$ cat src/hisc_pkg.sv
package hisc_pkg;

  localparam int BIN_W   = 16;
  localparam int SCORE_W = 17;
  localparam int USED_W  = 13;

  typedef struct packed {
    logic [BIN_W-1:0] bin_count_a;
    logic [BIN_W-1:0] bin_count_b;
    logic             last_bin;
  } in_payload_t;

  typedef struct packed {
    logic [SCORE_W-1:0] score;
    logic               no_bins;
    logic [USED_W-1:0]  used_bins;
  } out_payload_t;

  typedef enum logic [2:0] {
    S_IDLE,
    S_TERM,
    S_ACC,
    S_FINISH,
    S_MEAN,
    S_EMIT
  } state_t;

endpackage

$ cat src/histogram_intersection_score.sv
// A zero bin pair that is not the last is only accepted; a counted pair is accepted,
// runs FRAC_BITS+1 divider steps and is accumulated. A last bin adds a load,
// FRAC_BITS+1 divider steps and the output write, skipping the division when no pair
// was counted; the write waits for a free output register, and the score is valid the
// cycle after the write. Throughput: one transaction at a time, not ready while busy.
// Reset (rst_n low, synchronous) clears the sequencer, sum, count and output valid.
module histogram_intersection_score
  import hisc_pkg::*;
#(
  parameter int COUNT_BITS = 16,
  parameter int MAX_BINS   = 4096,
  parameter int FRAC_BITS  = 16
) (
  input  logic         clk,
  input  logic         rst_n,
  input  logic         in_valid,
  output logic         in_ready,
  input  in_payload_t  in_data,
  output logic         out_valid,
  input  logic         out_ready,
  output out_payload_t out_data
);

  // Bits of each count that take part in the arithmetic
  localparam int CW     = (COUNT_BITS < BIN_W) ? COUNT_BITS : BIN_W;
  // Quotient bits: every quotient here is at most 2^FRAC_BITS
  localparam int Q      = FRAC_BITS + 1;
  localparam int CNT_W  = $clog2(MAX_BINS + 1);
  localparam int SUM_W  = FRAC_BITS + CNT_W;
  localparam int DIV_W  = (CW + 1 > CNT_W) ? CW + 1 : CNT_W;
  localparam int STEP_W = $clog2(Q);

  localparam logic [STEP_W-1:0] LAST_STEP = STEP_W'(Q - 1);
  localparam logic [CNT_W-1:0]  MAX_CNT   = CNT_W'(MAX_BINS);

  state_t state_r, state_nxt;

  logic [SUM_W-1:0]  sum_r;
  logic [CNT_W-1:0]  count_r;
  logic              last_r;

  // Shared divider: partial remainder, quotient/dividend shift register, divisor
  logic [DIV_W-1:0]  rem_r;
  logic [Q-1:0]      quo_r;
  logic [DIV_W-1:0]  div_r;
  logic [STEP_W-1:0] step_r;

  logic              out_valid_r;
  out_payload_t      out_data_r;

  logic [CW-1:0]     a_w, b_w, lo_w;
  logic [CW:0]       total_w;
  logic              pair_used_w;
  logic [DIV_W:0]    trial_w, diff_w;
  logic              fits_w;
  logic              slot_free_w;

  logic load_pair, load_mean, clear_quo, div_step, acc_en, emit;

  // ---------------------------------------------------------------------------
  // Input decode: mask the counts and decide whether the pair is counted.
  // The pair term is (2*lo << FRAC_BITS) / (a+b); its top part is just lo and
  // its low Q dividend bits are zero, so the divider loads lo as remainder.
  // ---------------------------------------------------------------------------
  assign a_w         = in_data.bin_count_a[CW-1:0];
  assign b_w         = in_data.bin_count_b[CW-1:0];
  assign lo_w        = (a_w <= b_w) ? a_w : b_w;
  assign total_w     = {1'b0, a_w} + {1'b0, b_w};
  assign pair_used_w = ((a_w != '0) || (b_w != '0)) && (count_r < MAX_CNT);

  // One restoring step: shift in the next dividend bit, subtract if it fits
  assign trial_w = {rem_r, quo_r[Q-1]};
  assign fits_w  = trial_w >= {1'b0, div_r};
  assign diff_w  = trial_w - {1'b0, div_r};

  // The output register may take a new transaction when empty or being drained
  assign slot_free_w = !out_valid_r || out_ready;

  // ---------------------------------------------------------------------------
  // Sequencer: next state
  // ---------------------------------------------------------------------------
  always_comb begin
    state_nxt = state_r;
    case (state_r)
      S_IDLE: begin
        if (in_valid) begin
          if (pair_used_w) begin
            state_nxt = S_TERM;
          end else if (in_data.last_bin) begin
            state_nxt = S_FINISH;
          end
        end
      end
      S_TERM: begin
        if (step_r == LAST_STEP) begin
          state_nxt = S_ACC;
        end
      end
      S_ACC: begin
        state_nxt = last_r ? S_FINISH : S_IDLE;
      end
      S_FINISH: begin
        state_nxt = (count_r == '0) ? S_EMIT : S_MEAN;
      end
      S_MEAN: begin
        if (step_r == LAST_STEP) begin
          state_nxt = S_EMIT;
        end
      end
      S_EMIT: begin
        if (slot_free_w) begin
          state_nxt = S_IDLE;
        end
      end
      default: begin
        state_nxt = S_IDLE;
      end
    endcase
  end

  // ---------------------------------------------------------------------------
  // Sequencer: control outputs
  // ---------------------------------------------------------------------------
  always_comb begin
    in_ready  = 1'b0;
    load_pair = 1'b0;
    load_mean = 1'b0;
    clear_quo = 1'b0;
    div_step  = 1'b0;
    acc_en    = 1'b0;
    emit      = 1'b0;
    case (state_r)
      S_IDLE: begin
        in_ready  = 1'b1;
        load_pair = in_valid && pair_used_w;
      end
      S_TERM: begin
        div_step = 1'b1;
      end
      S_ACC: begin
        acc_en = 1'b1;
      end
      S_FINISH: begin
        // Empty comparison: skip the division and report a zero score
        load_mean = (count_r != '0);
        clear_quo = (count_r == '0);
      end
      S_MEAN: begin
        div_step = 1'b1;
      end
      S_EMIT: begin
        emit = slot_free_w;
      end
      default: begin
        in_ready = 1'b0;
      end
    endcase
  end

  // ---------------------------------------------------------------------------
  // Control registers
  // ---------------------------------------------------------------------------
  always_ff @(posedge clk) begin
    if (!rst_n) begin
      state_r     <= S_IDLE;
      sum_r       <= '0;
      count_r     <= '0;
      out_valid_r <= 1'b0;
    end else begin
      state_r <= state_nxt;
      if (acc_en) begin
        sum_r   <= sum_r + SUM_W'(quo_r);
        count_r <= count_r + CNT_W'(1);
      end else if (emit) begin
        // Clear for the next comparison once the result is taken over
        sum_r   <= '0;
        count_r <= '0;
      end
      if (emit) begin
        out_valid_r <= 1'b1;
      end else if (out_ready) begin
        out_valid_r <= 1'b0;
      end
    end
  end

  // ---------------------------------------------------------------------------
  // Datapath registers: divider and output payload
  // ---------------------------------------------------------------------------
  always_ff @(posedge clk) begin
    if (in_valid && in_ready) begin
      last_r <= in_data.last_bin;
    end
    if (load_pair) begin
      rem_r  <= DIV_W'(lo_w);
      quo_r  <= '0;
      div_r  <= DIV_W'(total_w);
      step_r <= '0;
    end else if (load_mean) begin
      // Mean = sum / count; the high part is already below count
      rem_r  <= DIV_W'(sum_r >> Q);
      quo_r  <= sum_r[Q-1:0];
      div_r  <= DIV_W'(count_r);
      step_r <= '0;
    end else if (clear_quo) begin
      quo_r <= '0;
    end else if (div_step) begin
      rem_r  <= fits_w ? diff_w[DIV_W-1:0] : trial_w[DIV_W-1:0];
      quo_r  <= {quo_r[Q-2:0], fits_w};
      step_r <= step_r + STEP_W'(1);
    end
    if (emit) begin
      out_data_r.score     <= SCORE_W'(quo_r);
      out_data_r.no_bins   <= (count_r == '0);
      out_data_r.used_bins <= USED_W'(count_r);
    end
  end

  assign out_valid = out_valid_r;
  assign out_data  = out_data_r;

  // ---------------------------------------------------------------------------
  // Assertions
  // ---------------------------------------------------------------------------
  a_count_bound: assert property (@(posedge clk) disable iff (!rst_n)
    count_r <= MAX_CNT)
    else $error("used count beyond MAX_BINS");

  a_rem_below_div: assert property (@(posedge clk) disable iff (!rst_n)
    (state_r == S_TERM || state_r == S_MEAN) |-> (rem_r < div_r))
    else $error("divider remainder not below divisor");

  a_valid_from_emit: assert property (@(posedge clk) disable iff (!rst_n)
    $rose(out_valid_r) |-> $past(state_r == S_EMIT))
    else $error("output transaction raised outside emit");

  a_empty_zero: assert property (@(posedge clk) disable iff (!rst_n)
    (out_valid_r && out_data_r.no_bins) |->
      (out_data_r.score == '0 && out_data_r.used_bins == '0))
    else $error("empty comparison with nonzero score or count");

endmodule

$ cat config.mk
export PLATFORM = sky130hd
export DESIGN_NAME = histogram_intersection_score
export DESIGN_NICKNAME = d
export VERILOG_FILES = /design/src/hisc_pkg.sv /design/src/histogram_intersection_score.sv
export SDC_FILE = /design/constraint.sdc
export NUM_CORES = 1
export LEC_CHECK = 0
export ABC_AREA = 1
export BUFFER_PORTS_ARGS = -buffer_cell sky130_fd_sc_hd__buf_2
export CAP_MARGIN = 20
export CORE_ASPECT_RATIO = 1.2
export CORE_MARGIN = 10
export CORE_UTILIZATION = 50
export DETAILED_ROUTE_END_ITERATION = 8
export PLACE_DENSITY_LB_ADDON = 0.08
export SYNTH_ARGS = -nofsm -noshare
export SYNTH_HDL_FRONTEND = slang
export SYNTH_SLANG_ARGS = --single-unit
$ cat constraint.sdc
create_clock -name clk -period 2.05 [get_ports clk]
set_clock_uncertainty 0.1 [all_clocks]
set_input_delay 0.41 -clock clk [delete_from_list [all_inputs] [get_ports clk]]
set_output_delay 0.41 -clock clk [all_outputs]
set_load 0.02 [all_outputs]
Yosys cells after proc, flatten, opt, wreduce, memory -nomap -nowiden. Index checks and enable logic that the tools add are counted.

Flip-flop bits (word level): 134. Output and inout port bits: 33. Bits of input ports: 37. Word-level logic and storage cells: 88.

Reductions and logical operators: 21. Eq/ne operators: 12. Add/subtract/negate cells: 5. Bitwise logic cells: 1. Muxes and demuxes: 33. Magnitude comparators: 3.

Operator list (number): $mux 17 (6); $mux 16 (5); $mux 29 (2); $reduce_bool 16->1 (2); $add 29x17->29 (1); $mux 13 (2); $ge 18x17->1 (1); $mux 3 (6); $pmux 3 s6 (1); $add 16x16->17 (1); $sub 17x17->17 (1); $le 16x16->1 (1); $add 13x1->13 const B (1); $logic_not 13->1 (1); $lt 13x13->1 const B (1); $reduce_bool 13->1 (1); $mux 1 (10); $ne 2x2->1 const B (4); $eq 3x2->1 const B (2); $eq 3x3->1 const B (2); $ne 3x3->1 const B (2); $reduce_bool 2->1 (3); $reduce_bool 3->1 (2); $add 5x1->5 const B (1); other kinds (11) (16).

Longest topological paths before layout. Gate-level depths: netlist (run 1).

Word-level depth: 7. Gate-level depth with buffers: 15. Gate-level depth less buffers: 14.

Worst setup path before layout (run 1). OpenSTA, ideal clock, no wires.

Kind: register to register. From: register count_r[0]. To: register rem_r[0], enable pin. Setup slack: -143 ps. Clock period less this slack: 2193 ps. Data arrival time: 1721 ps. Data required time: 1578 ps. Cell stages (with the launch flop): 11. Cells stage by stage: dfxtp_1 > inv_1 > ha_1 > nand2_1 > nor2_1 > nand2_1 > nand2_4 > nand2_4 > inv_4 > buf_6 > nand2_1.

Word-level cells in the longest chain between the ends: 6.

RTL lines: start: declaration (line histogram_intersection_score.sv:39) `logic [CNT_W-1:0] count_r;`; start signal: assignment (line histogram_intersection_score.sv:173) `count_r <= count_r + CNT_W'(1);`; $lt 13x13->1 (line histogram_intersection_score.sv:69) `assign pair_used_w = ((a_w != '0) || (b_w != '0)) && (count_r < MAX_CNT);`; $logic_and 1x1->1 (line histogram_intersection_score.sv:69); $logic_and 1x1->1 (line histogram_intersection_score.sv:135) `load_pair = in_valid && pair_used_w;`; $mux 1 (line histogram_intersection_score.sv:132) `case (state_r)`; $ne 3x3->1 (no source line) / $reduce_bool 3->1 (equally long branches); $reduce_and 2->1 (no source line) *; end signal: assignment (line histogram_intersection_score.sv:195) `rem_r <= DIV_W'(lo_w);`; end signal: assignment (line histogram_intersection_score.sv:201) `rem_r <= DIV_W'(sum_r >> Q);`; end signal: assignment (line histogram_intersection_score.sv:208) `rem_r <= fits_w ? diff_w[DIV_W-1:0] : trial_w[DIV_W-1:0];`; end: declaration (line histogram_intersection_score.sv:43) `logic [DIV_W-1:0] rem_r;`.

Every way passes the cells marked *; elsewhere a longest branch is shown, timed or not. A chain may end at the register's enable or synchronous reset.

Worst setup path after layout (run 1).
From: register rem_r[0]. To: register rem_r[8] (data pin).

Word-level cells in the longest chain between the ends: 6.

RTL lines: $sub 17x17->17 / $ge 18x17->1 (equally long branches) (line histogram_intersection_score.sv:74, histogram_intersection_score.sv:73); $mux 17 * (line histogram_intersection_score.sv:208); $mux 16 * (line histogram_intersection_score.sv:207) `end else if (div_step) begin`; $mux 16 * (line histogram_intersection_score.sv:205) `end else if (clear_quo) begin`; $mux 16 * (line histogram_intersection_score.sv:199) `end else if (load_mean) begin`; $mux 16 * (line histogram_intersection_score.sv:194) `if (load_pair) begin`.

Every way passes the cells marked *; elsewhere a longest branch is shown, timed or not. The select of a mux whose other input is x is not followed.

==> qor_table.md, run 1 <==
| Quantity | Value |
|---|---|
| Number of nets in the synthesized netlist | 1,516 |
| Clock transition at the registers of the reported paths | 70 ps |
| Data arrival time of the critical path | 2320 ps |
| First-pass DRT Iterations | 6 |
| Cts-stage hold buffer count | 0 |
| Largest area contributor in the synthesized netlist | edfxtp_1 |
| Required time of the critical path | 2130 ps |
| Number of cells traversed by the worst hold path | 1 |
| Max-cap viol count | 0 |
| Total die area | 0.0254 sq mm |
| Crit Path Category | flip-flop to flip-flop |
| Crit path max fanout | 3 |
| H-tree Lvls | 4 |
| Maximum number of pins on one net before global-route repair | 29 |
| Largest buffer count on any clock path | 2 |
| Avg WL per Cell | 16.5 um |
| Worst voltage drop across the vdd grid | 777 uV |
| Maximum clock rate | 0.448 GHz |
| Number of antenna diodes | 0 |
| Post-route cell area | 0.0131 sq mm |
| Die span in y | 173 um |
| Number of buffers and inverters on the critical path | 3 |
| Final hold violation count | 0 |
| DIE WIDTH | 147 um |
| Number of buffers created by CTS | 17 |
| Clk root buf | clkbuf_16 |
| RSZ-0062 raised after global routing | yes |
| Post-route worst setup slack | -184 ps |
| Residual antenna-violating net count after detailed routing | 0 |
| Layout overhead on the synthesized area | 34.9% |
| Final Max Slew Viols | 0 |
| Post-synth EDFFs | 65 |
| IO buf count | 69 |
| Power per unit of standard cell area | 1240 mW/mm^2 |
| Number of design-rule violations left by the first detailed-router iteration | 818 |
| Critical path's slowest cell | edfxtp_1 |
| Launching point of the worst reg2reg path | rem_r[0] |
| Max transition margin | 0.690 |
| Synth Cell Area | 0.00971 sq mm |
| Post-detailed-route via-to-cell ratio | 5.35 |
| Area of placed instances | 0.0118 sq mm |
| Standby leakage power | 0.00607 uW |
| Warning count from the yosys run | 0 |
| Critical Path Sink Type | flip-flop |
| Post-synth ARST share | 0 |
| Cell count after synthesis | 1,406 |
| Area share of the largest cell type after synthesis | 0.201 |
| Global-route wire length before repair | 50,000 um |
| Overall global routing resource usage | 0.240 |
| Crit Reg-Reg Endpoint | rem_r[8] |
| Final worst path period share | 1.09 |
| Top FF cell, synth | dfxtp_1 |
| DRC errors left | 0 |
| FF-to-FF path depth | 11 |
| Share of cells above drive strength 1 | 0.266 |
| Ordered cell list for the critical path | buf_4 -> fa_2 -> inv_2 -> nor2_2 -> nor2_2 -> buf_4 -> o21ai_4 -> xnor2_1 -> nand2_1 -> nand3_1 -> nand3_1 |
| GP Congestion | 0.971 |
| Core Footprint | 0.0190 sq mm |
| Minimum clock period after layout | 2230 ps |
| Startpoint types | flip-flop |
| Sequential cell area fraction in the yosys report | 0.343 |
| Total congestion overflow after global routing | 0 |
| End point of the worst hold path | last_r |
| Sink Count | 134 |
| Biggest area contributors in the synthesized netlist | edfxtp_1 (20%), nand2_1 (16%), dfxtp_1 (14%), ha_1 (9.0%), inv_1 (7.1%) |
| Classification of the worst-slack hold path | input pin to flip-flop |
| Violated checks | negative setup slack |
| Slowest cell delay on critical path | 440 ps |
| DPL Wire Length | 24,500 um |
| Vias in the first global route | 10,300 |
| Avg Synthesized Cell Area | 6.90 sq um |
| Number of top-level pins | 70 |
| Kind of cell adding the most delay to the critical path | flip-flops |
| Initial Utilization | 0.511 |
| Number of unique standard cell types used by synthesis | 51 |
| Hold path start | in_data[0] |
| Clk_lat worst skew | 440 ps |
| Outcome | complete, but fails checks |
| Row cnt | 55 |
| Actual transition at the worst max-transition pin | 465 ps |
| Setup slack on the worst flop-to-flop path | -180 ps |
| Flops & latches, synth | 134 |
| Number of antenna violations at the first check in global routing | 0 |
| Total wire length after detailed routing | 32,200 um |
| Final setup violation count | 18 |
| Clock tree from TritonCTS | built |
| Final Net Count | 1,788 |
| Final setup TNS | -1870 ps |
| Via count | 10,400 |
timing repair:
action / in CTS / in global routing
setup buffers: 5 / 7
gates cloned: 0 / 3
endpoints found under the setup margin: 18 / 37
gates resized for setup: 19 / 112
pin swaps: 8 / 22
cells in the mapped netlist (3+ instances only):
master	count
nand2_2	4
nor4_1	3
a22oi_1	5
nand3_1	127
a211oi_1	3
o21ai_0	62
fa_1	3
a21boi_0	3
buf_6	5
ha_1	70
a21oi_1	108
dfxtp_1	69
xor2_1	5
o22ai_1	4
nand2_4	3
nor2_1	133
xnor2_1	6
buf_2	12
inv_2	5
nand4_1	23
a31oi_1	5
clkbuf_1	8
inv_1	183
o21bai_1	5
edfxtp_1	65
nand3b_1	20
nand2_1	413
a21oi_2	3
nor3_1	18
buf_4	4
state kept, by name, summed over array words and instances (netlist names):
register / cells
out_data: 31
sum_r: 29
div_r: 17
quo_r: 17
rem_r: 17
count_r: 13
step_r: 5
state_r: 3
last_r: 1
out_valid: 1
logic make-up after synthesis:
kind of cell	count (synthesis)	share of synthesized area
AO/OA/AOI/OAI	208	0.117
XOR/XNOR	11	0.00992
adder cells (fa/ha/maj)	73	0.0964
buffers and inverters	221	0.0943
flip-flops	134	0.343
AND/OR/NAND/NOR	759	0.339
placed cells by master, fill, tap and decap left out, types with 6 or more instances in the layout:
master and instances:
nand4_1 23, inv_8 8, o21ai_0 56, a21oi_1 99
nand2_2 23, nor2_1 115, inv_1 176, nand3b_1 20
buf_2 69, ha_4 20, inv_2 12, dfxtp_1 67
nand3_2 10, nor2_2 15, nor3_1 17, ha_1 45
clkbuf_16 19, nand3_1 116, nand2_1 387, buf_4 201
nor2_4 7, edfxtp_1 65, a21oi_2 11, buf_12 6
nand2_4 9
worst max-delay path by stage:
| stage | start | endpoint | slack (ps) | cells past startpoint |
|---|---|---|---|---|
| final | rem_r[0] | rem_r[8] | -180 | 11 |
| after global routing | div_r[15] | rem_r[14] | -260 | 15 |
| after CTS | div_r[0] | rem_r[8] | -160 | 12 |
| after detailed placement | in_data[6] | div_r[11] | -330 | 10 |
| after global placement | in_data[6] | div_r[11] | -350 | 10 |
| after floorplan | in_data[6] | rem_r[10] | 3 | 12 |
through the flow:
step / instances / hold slack [ps] / setup WS [ps] / power [uW] / utilization
6_report: 1947 / 73.2 / -184 / 16300 / 0.690
5_1_grt: 1947 / 77.5 / -257 / 17300 / 0.690
4_1_cts: 1937 / 69.8 / -163 / 15000 / 0.657
3_5_place_dp: 1902 / 342 / -327 / 11600 / 0.621
3_3_place_gp: 1902 / 340 / -346 / 11500 / 0.621
2_1_floorplan: 1406 / 330 / 3.11 / 8550 / -
layout make-up:
class	count	area [sq um]
Multi-Input combinational cell	1051	6050
Fill cell	1693	5900
Sequential cell	134	3340
Timing Repair Buffer	283	2090
Inverter	191	724
Clock buffer	17	425
Tap cell	256	320
Clock inverter	15	153
report_power, final:
group          switching (uW)  internal [uW]  total [uW]
Sequential                338           3560        3900
Clock                    1420           1630        3050
Combinational            5200           4100        9300
Total                    6960           9300       16300
metal layers:
layer / GRT usage / vias up / share of wire
met4: 0.0959 / 0 / 0.039
met3: 0.0353 / 77 / 0.041
li1: - / 5189 / -
met2: 0.469 / 307 / 0.54
met1: 0.243 / 4845 / 0.38
met5: 0 / - / 0
(Power assumes the default switching activity.)
==> inputs of run 2 (changes only) <==
Settings changed: PLACE_DENSITY_LB_ADDON 0.08 to 0.12.
==> run 2 against run 1 <==
The run still ends with negative setup slack left. Hold slack worse by 4.9 ps. Critical endpoint is now rem_r[14]. Largest cell class unchanged. Power up 8.7%. Sequential share of layout area down 0.61 points. First-iteration DRC count down 7.7%.
==> qor_table.md, run 2 (synthesized netlist as in run 1, its figures left out) <==
| Quantity | Value | vs previous |
|---|---|---|
| Total die area | 0.0254 sq mm | unchanged |
| Violated checks | negative setup slack |  |
| Slowest cell delay on critical path | 400 ps | -40 ps |
| Number of flip-flops under the largest register name | 31 | unchanged |
| Detail Route met2 WL | 17,900 um | +2.5% |
| Commonest cells after routing, fill and taps aside | nand2_1 (375), buf_4 (201), inv_1 (166) |  |
| Startpoint types | flip-flop |  |
| Number of buffers created by CTS | 17 | unchanged |
| Most frequent standard cell in the layout excluding fill and tap cells | nand2_1 |  |
| Clock tree from TritonCTS | built |  |
| Outcome | complete, but fails checks |  |
| Standby leakage power | 0.00618 uW | +1.9% |
| Core Footprint | 0.0190 sq mm | unchanged |
| First-pass DRT Iterations | 5 | -1 |
| Clock transition at the registers of the reported paths | 60 ps | about the same |
| Actual transition at the worst max-transition pin | 468 ps | +2.86 ps |
| Share of cells above drive strength 1 | 0.302 | +0.0360 |
| Minimum clock period after layout | 2260 ps | +25.9 ps |
| Final worst path period share | 1.10 | +0.0126 |
| GP Congestion | 0.982 | +1.1% |
| Required time of the critical path | 2130 ps | about the same |
| Crit Path Category | flip-flop to flip-flop |  |
| Vias in the first global route | 10,500 | +2.1% |
| Final Net Count | 1,795 | +0.39% |
| Critical path's slowest cell | fa_2 |  |
| RSZ-0062 raised after global routing | yes |  |
| Max transition margin | 0.688 | -0.00191 |
| Final hold violation count | 0 | unchanged |
| Via count | 10,400 | +0.067% |
| IO buf count | 69 | unchanged |
| Most Frequent Cell on Critical Path | nand2_1 |  |
| Post-detailed-route via-to-cell ratio | 5.34 | -0.29% |
| Ordered cell list for the critical path | ha_2 -> inv_2 -> fa_2 -> inv_2 -> nor2_2 -> nor2_2 -> buf_6 -> o21ai_4 -> nand2_2 -> nand2_2 -> nand2_1 -> nand3_1 -> nand2_1 -> nand2_1 |  |
| DRC errors left | 0 | unchanged |
| Maximum clock rate | 0.443 GHz | -1.1% |
| Overall global routing resource usage | 0.252 | +0.0124 |
| Cts-stage hold buffer count | 0 | unchanged |
| Total congestion overflow after global routing | 0 | unchanged |
| Number of antenna violations at the first check in global routing | 0 | unchanged |
| Kind of cell adding the most delay to the critical path | simple AND/OR/NAND/NOR gates |  |
| Length of routed wiring on met1 | 12,200 um | +1.1% |
| Sink Count | 134 | unchanged |
| Number of top-level pins | 70 | unchanged |
| Dpl cells | 1,908 | +0.32% |
| Die span in y | 173 um | unchanged |
| Final non-filler cell total | 1,954 | +0.36% |
| Number of design-rule violations left by the first detailed-router iteration | 755 | -7.7% |
| Pre-CTS worst setup slack | -349 ps | -22.1 ps |
| Final Max Slew Viols | 0 | unchanged |
| Crit path max fanout | 3 | unchanged |
| Total wire length after detailed routing | 33,000 um | +2.7% |
| Maximum number of pins on one net before global-route repair | 29 | unchanged |
| Worst voltage drop across the vdd grid | 944 uV | +21% |
| Power per unit of standard cell area | 1320 mW/mm^2 | +6.0% |
| Clk root buf | clkbuf_16 |  |
| DPL Wire Length | 24,600 um | +0.36% |
| Largest buffer count on any clock path | 2 | unchanged |
| Data arrival time of the critical path | 2340 ps | +20 ps |
| Number of buffers and inverters on the critical path | 3 | unchanged |
| DIE WIDTH | 147 um | unchanged |
| Avg WL per Cell | 16.9 um | +2.4% |
| Clk_lat worst skew | 430 ps | about the same |
| Layout overhead on the synthesized area | 38.3% |  |
| Classification of the worst-slack hold path | input pin to flip-flop |  |
| Final setup violation count | 17 | -1 |
| Final setup TNS | -2440 ps | -575 ps |
| Row cnt | 55 | unchanged |
| Number of antenna diodes | 0 | unchanged |
| Post-route worst setup slack | -210 ps | -25.9 ps |
| Initial Utilization | 0.511 | unchanged |
| Max-cap viol count | 0 | unchanged |
| Residual antenna-violating net count after detailed routing | 0 | unchanged |
| Highest Signal Layer | met4 |  |
| Met3 Routed Length | 1440 um | +7.7% |
| H-tree Lvls | 4 | unchanged |
| Global-route wire length before repair | 52,100 um | +4.3% |
| Critical Path Sink Type | flip-flop |  |
-- run 2: final timing paths --
check / startpoint / end / slack (ps) / cells after the start
setup / recovery: div_r[0] / rem_r[14] / -210 / 14
setup reg to reg: div_r[0] / rem_r[14] / -210 / 14
hold reg to reg: count_r[11] / out_data[11] / 370 / 0
hold / removal: in_data[0] / last_r / 70 / 1
-- run 2: power by group --
| part | leakage [uW] | switching, uW | internal, uW | total [uW] |
|---|---|---|---|---|
| registers | 0.00118 | 357 | 3560 | 3920 |
| clock network | 0.000272 | 1320 | 1700 | 3020 |
| logic | 0.00473 | 5910 | 4820 | 10700 |
| total | 0.00618 | 7580 | 10100 | 17700 |
-- run 2: layout make-up --
cell class	instances	area, sq um
inverters	191	724
flip-flops and latches	134	3340
fillers	1648	5570
well taps	256	320
multi-input cells	1051	6300
clock inverters	14	143
repair buffers	290	2170
clock buffers	18	429
-- run 2: worst register-to-register path, stage by stage (launching register included) --
cell and delay, ps:
edfxtp_1 380, ha_2 190, inv_2 40, fa_2 400, inv_2 80, nor2_2 40, nor2_2 150, buf_6 130
o21ai_4 70, nand2_2 90, nand2_2 60, nand2_1 80, nand3_1 70, nand2_1 90, nand2_1 60
-- run 2: per-stage QoR --
stage / hold slack, ps / utilization / total power [uW] / cell area (sq um)
2_1_floorplan: 330 / - / 8550 / 9740
3_5_place_dp: 351 / 0.625 / 11900 / 11900
6_report: 68.3 / 0.707 / 17700 / 13400
5_1_grt: 55.0 / 0.707 / 18800 / 13400
3_3_place_gp: 349 / 0.625 / 11800 / 11900
4_1_cts: 61.8 / 0.682 / 16600 / 13000
-- run 2: timing repair --
action / CTS / global route
gates cloned: 2 / 0
buffers inserted: 9 / 7
pin swaps: 32 / 43
gates resized for setup: 88 / 123
setup endpoints to repair: 26 / 59
-- run 2: per-layer routing --
metal,GRT usage,up-vias
li1,-,5179
met2,0.480,322
met3,0.0420,95
met4,0.118,0
met5,0,-
met1,0.258,4829
==> inputs of run 3 (changes only) <==
Settings changed: PLACE_DENSITY from default to 0.72, PLACE_DENSITY_LB_ADDON 0.12 to default.
==> run 3 against run 2 <==
The flow still finishes with violations (negative setup slack). Clock-buffer cell count fell by 1. Clock power barely moved. Worst setup slack got worse by 68 ps. Power fell by 7.0%. Final area fell by 1.8%. Hold slack improved by 11 ps. Critical path type unchanged. Critical endpoint is now rem_r[12]. Largest cell class unchanged. Largest power group unchanged.
==> qor_table.md, run 3 (synthesized netlist as in run 1, its figures left out) <==
| Quantity | Value | vs previous |
|---|---|---|
| Minimum hold slack | 79.3 ps | +11.0 ps |
| Startpoint types | flip-flop |  |
| Required time of the critical path | 2140 ps | about the same |
| Initial Utilization | 0.511 | unchanged |
| Largest buffer count on any clock path | 2 | unchanged |
| Global-route wire length before repair | 50,400 um | -3.3% |
| Most frequent standard cell in the layout excluding fill and tap cells | nand2_1 |  |
| Number of antenna violations at the first check in global routing | 0 | unchanged |
| Total wire length after detailed routing | 32,500 um | -1.5% |
| Final setup violation count | 18 | +1 |
| Clk root buf | clkbuf_16 |  |
| Via count | 10,500 | +0.86% |
| Classification of the worst-slack hold path | input pin to flip-flop |  |
| Avg WL per Cell | 16.7 um | -1.0% |
| Minimum clock period after layout | 2330 ps | +67.5 ps |
| Met1 routing resource usage after global routing | 0.260 | +0.00264 |
| Number of top-level pins | 70 | unchanged |
| GP Congestion | 0.966 | -1.6% |
| Post-route cell area | 0.0132 sq mm | -1.8% |
| Post-detailed-route via-to-cell ratio | 5.41 | +1.4% |
| Crit Path Category | flip-flop to flip-flop |  |
| Clock tree from TritonCTS | built |  |
| Final non-filler cell total | 1,944 | -0.51% |
| Commonest cells after routing, fill and taps aside | nand2_1 (385), buf_4 (195), inv_1 (171) |  |
| Number of flip-flops under the largest register name | 31 | unchanged |
| Cts-stage hold buffer count | 0 | unchanged |
| Final setup TNS | -3650 ps | -1200 ps |
| Standby leakage power | 0.00608 uW | -1.7% |
| Dpl cells | 1,897 | -0.58% |
| Total die area | 0.0254 sq mm | unchanged |
| Maximum clock rate | 0.430 GHz | -2.9% |
| Row cnt | 55 | unchanged |
| Crit path max fanout | 3 | unchanged |
| Number of fillers in the final layout | 1,582 | -4.0% |
| GR Layer Usage met3 | 0.0381 | -0.00392 |
| Maximum number of pins on one net before global-route repair | 29 | unchanged |
| Post-route worst setup slack | -277 ps | -67.5 ps |
| Pre-CTS worst setup slack | -375 ps | -25.3 ps |
| H-tree Lvls | 4 | unchanged |
| Final Net Count | 1,785 | -0.56% |
| Busiest layer in global routing | met2 |  |
| Core Footprint | 0.0190 sq mm | unchanged |
| Met2 usage | 0.430 | -0.0497 |
| Max transition margin | 0.643 | -0.0451 |
| Final hold violation count | 0 | unchanged |
| RSZ-0062 raised after global routing | yes |  |
| Data arrival time of the critical path | 2410 ps | +70 ps |
| Power per unit of standard cell area | 1250 mW/mm^2 | -5.4% |
| Final worst path period share | 1.14 | +0.0329 |
| Critical Path Sink Type | flip-flop |  |
| Sink Count | 134 | unchanged |
| Overall global routing resource usage | 0.241 | -0.0112 |
| Residual antenna-violating net count after detailed routing | 0 | unchanged |
| Clk_lat worst skew | 430 ps | about the same |
| Share of cells above drive strength 1 | 0.278 | -0.0237 |
| Area of placed instances | 0.0118 sq mm | -0.80% |
| Die span in y | 173 um | unchanged |
| Clock transition at the registers of the reported paths | 60 ps | about the same |
| Layout overhead on the synthesized area | 35.9% |  |
| Actual transition at the worst max-transition pin | 536 ps | +67.6 ps |
| Number of antenna diodes | 0 | unchanged |
| Total congestion overflow after global routing | 0 | unchanged |
| DPL Wire Length | 23,900 um | -2.7% |
| Number of design-rule violations left by the first detailed-router iteration | 794 | +5.2% |
| Max-cap viol count | 0 | unchanged |
| Vias in the first global route | 10,300 | -1.7% |
| DIE WIDTH | 147 um | unchanged |
| Violated checks | negative setup slack |  |
| DRC errors left | 0 | unchanged |
| IO buf count | 69 | unchanged |
| Worst voltage drop across the vdd grid | 728 uV | -23% |
| Final Max Slew Viols | 0 | unchanged |
| First-pass DRT Iterations | 6 | +1 |
| Number of buffers created by CTS | 17 | unchanged |
| Outcome | complete, but fails checks |  |
run 3: cell count changes in the layout (fill, tap and decap cells not counted), sizes merged:
| cell | change |
|---|---|
| buf | -11 |
| clkinvlp | -2 |
| clkinv | +3 |
| bufinv | -1 |
| inv | +1 |
run 3: per-layer routing:
layer | up-vias | part of all wire
met5 | - | 0
met4 | 0 | 0.057
met3 | 108 | 0.047
met2 | 383 | 0.51
met1 | 4858 | 0.38
li1 | 5166 | -
run 3: power breakdown:
group | internal, uW | total [uW] | switching (uW)
logic | 4220 | 9470 | 5240
registers | 3570 | 3920 | 353
clock network | 1620 | 3040 | 1420
run 3: critical path, cell delays in order, from the launching register on:
cell	delay, ps
edfxtp_1	470
buf_4	190
fa_2	420
inv_2	80
nor2_2	40
nor2_2	170
o21ai_1	100
buf_4	160
nand2_2	60
a21o_1	120
nand3_2	60
nand2_1	60
nand2_1	40
run 3: per-stage QoR:
step                 util  power, uW
floorplan               -       8550
global placement    0.620      11500
detailed placement  0.620      11600
CTS                 0.660      15200
global route        0.694      17500
finish              0.694      16400
run 3: worst paths after layout:
check	end	slack (ps)	cells past startpoint	from
setup reg to reg	rem_r[12]	-280	12	rem_r[0]
setup / recovery	rem_r[12]	-280	12	rem_r[0]
hold / removal	last_r	80	1	in_data[0]
hold reg to reg	out_data[12]	360	0	count_r[12]
run 3: layout make-up:
| type | count | area, sq um | share of cell area |
|---|---|---|---|
| clock buffers | 17 | 425 | 0.0323 |
| clock inverters | 15 | 158 | 0.0120 |
| inverters | 191 | 724 | 0.0549 |
| multi-input cells | 1051 | 6130 | 0.465 |
| flip-flops and latches | 134 | 3340 | 0.253 |
| well taps | 256 | 320 | 0.0243 |
| repair buffers | 280 | 2090 | 0.159 |
run 3: repair_timing:
action                     4_1_cts  5_1_grt
setup endpoints to repair       26       43
resized for setup               28      130
buffers inserted                 4       11
gates cloned                     1        1
pin swaps                        2       36
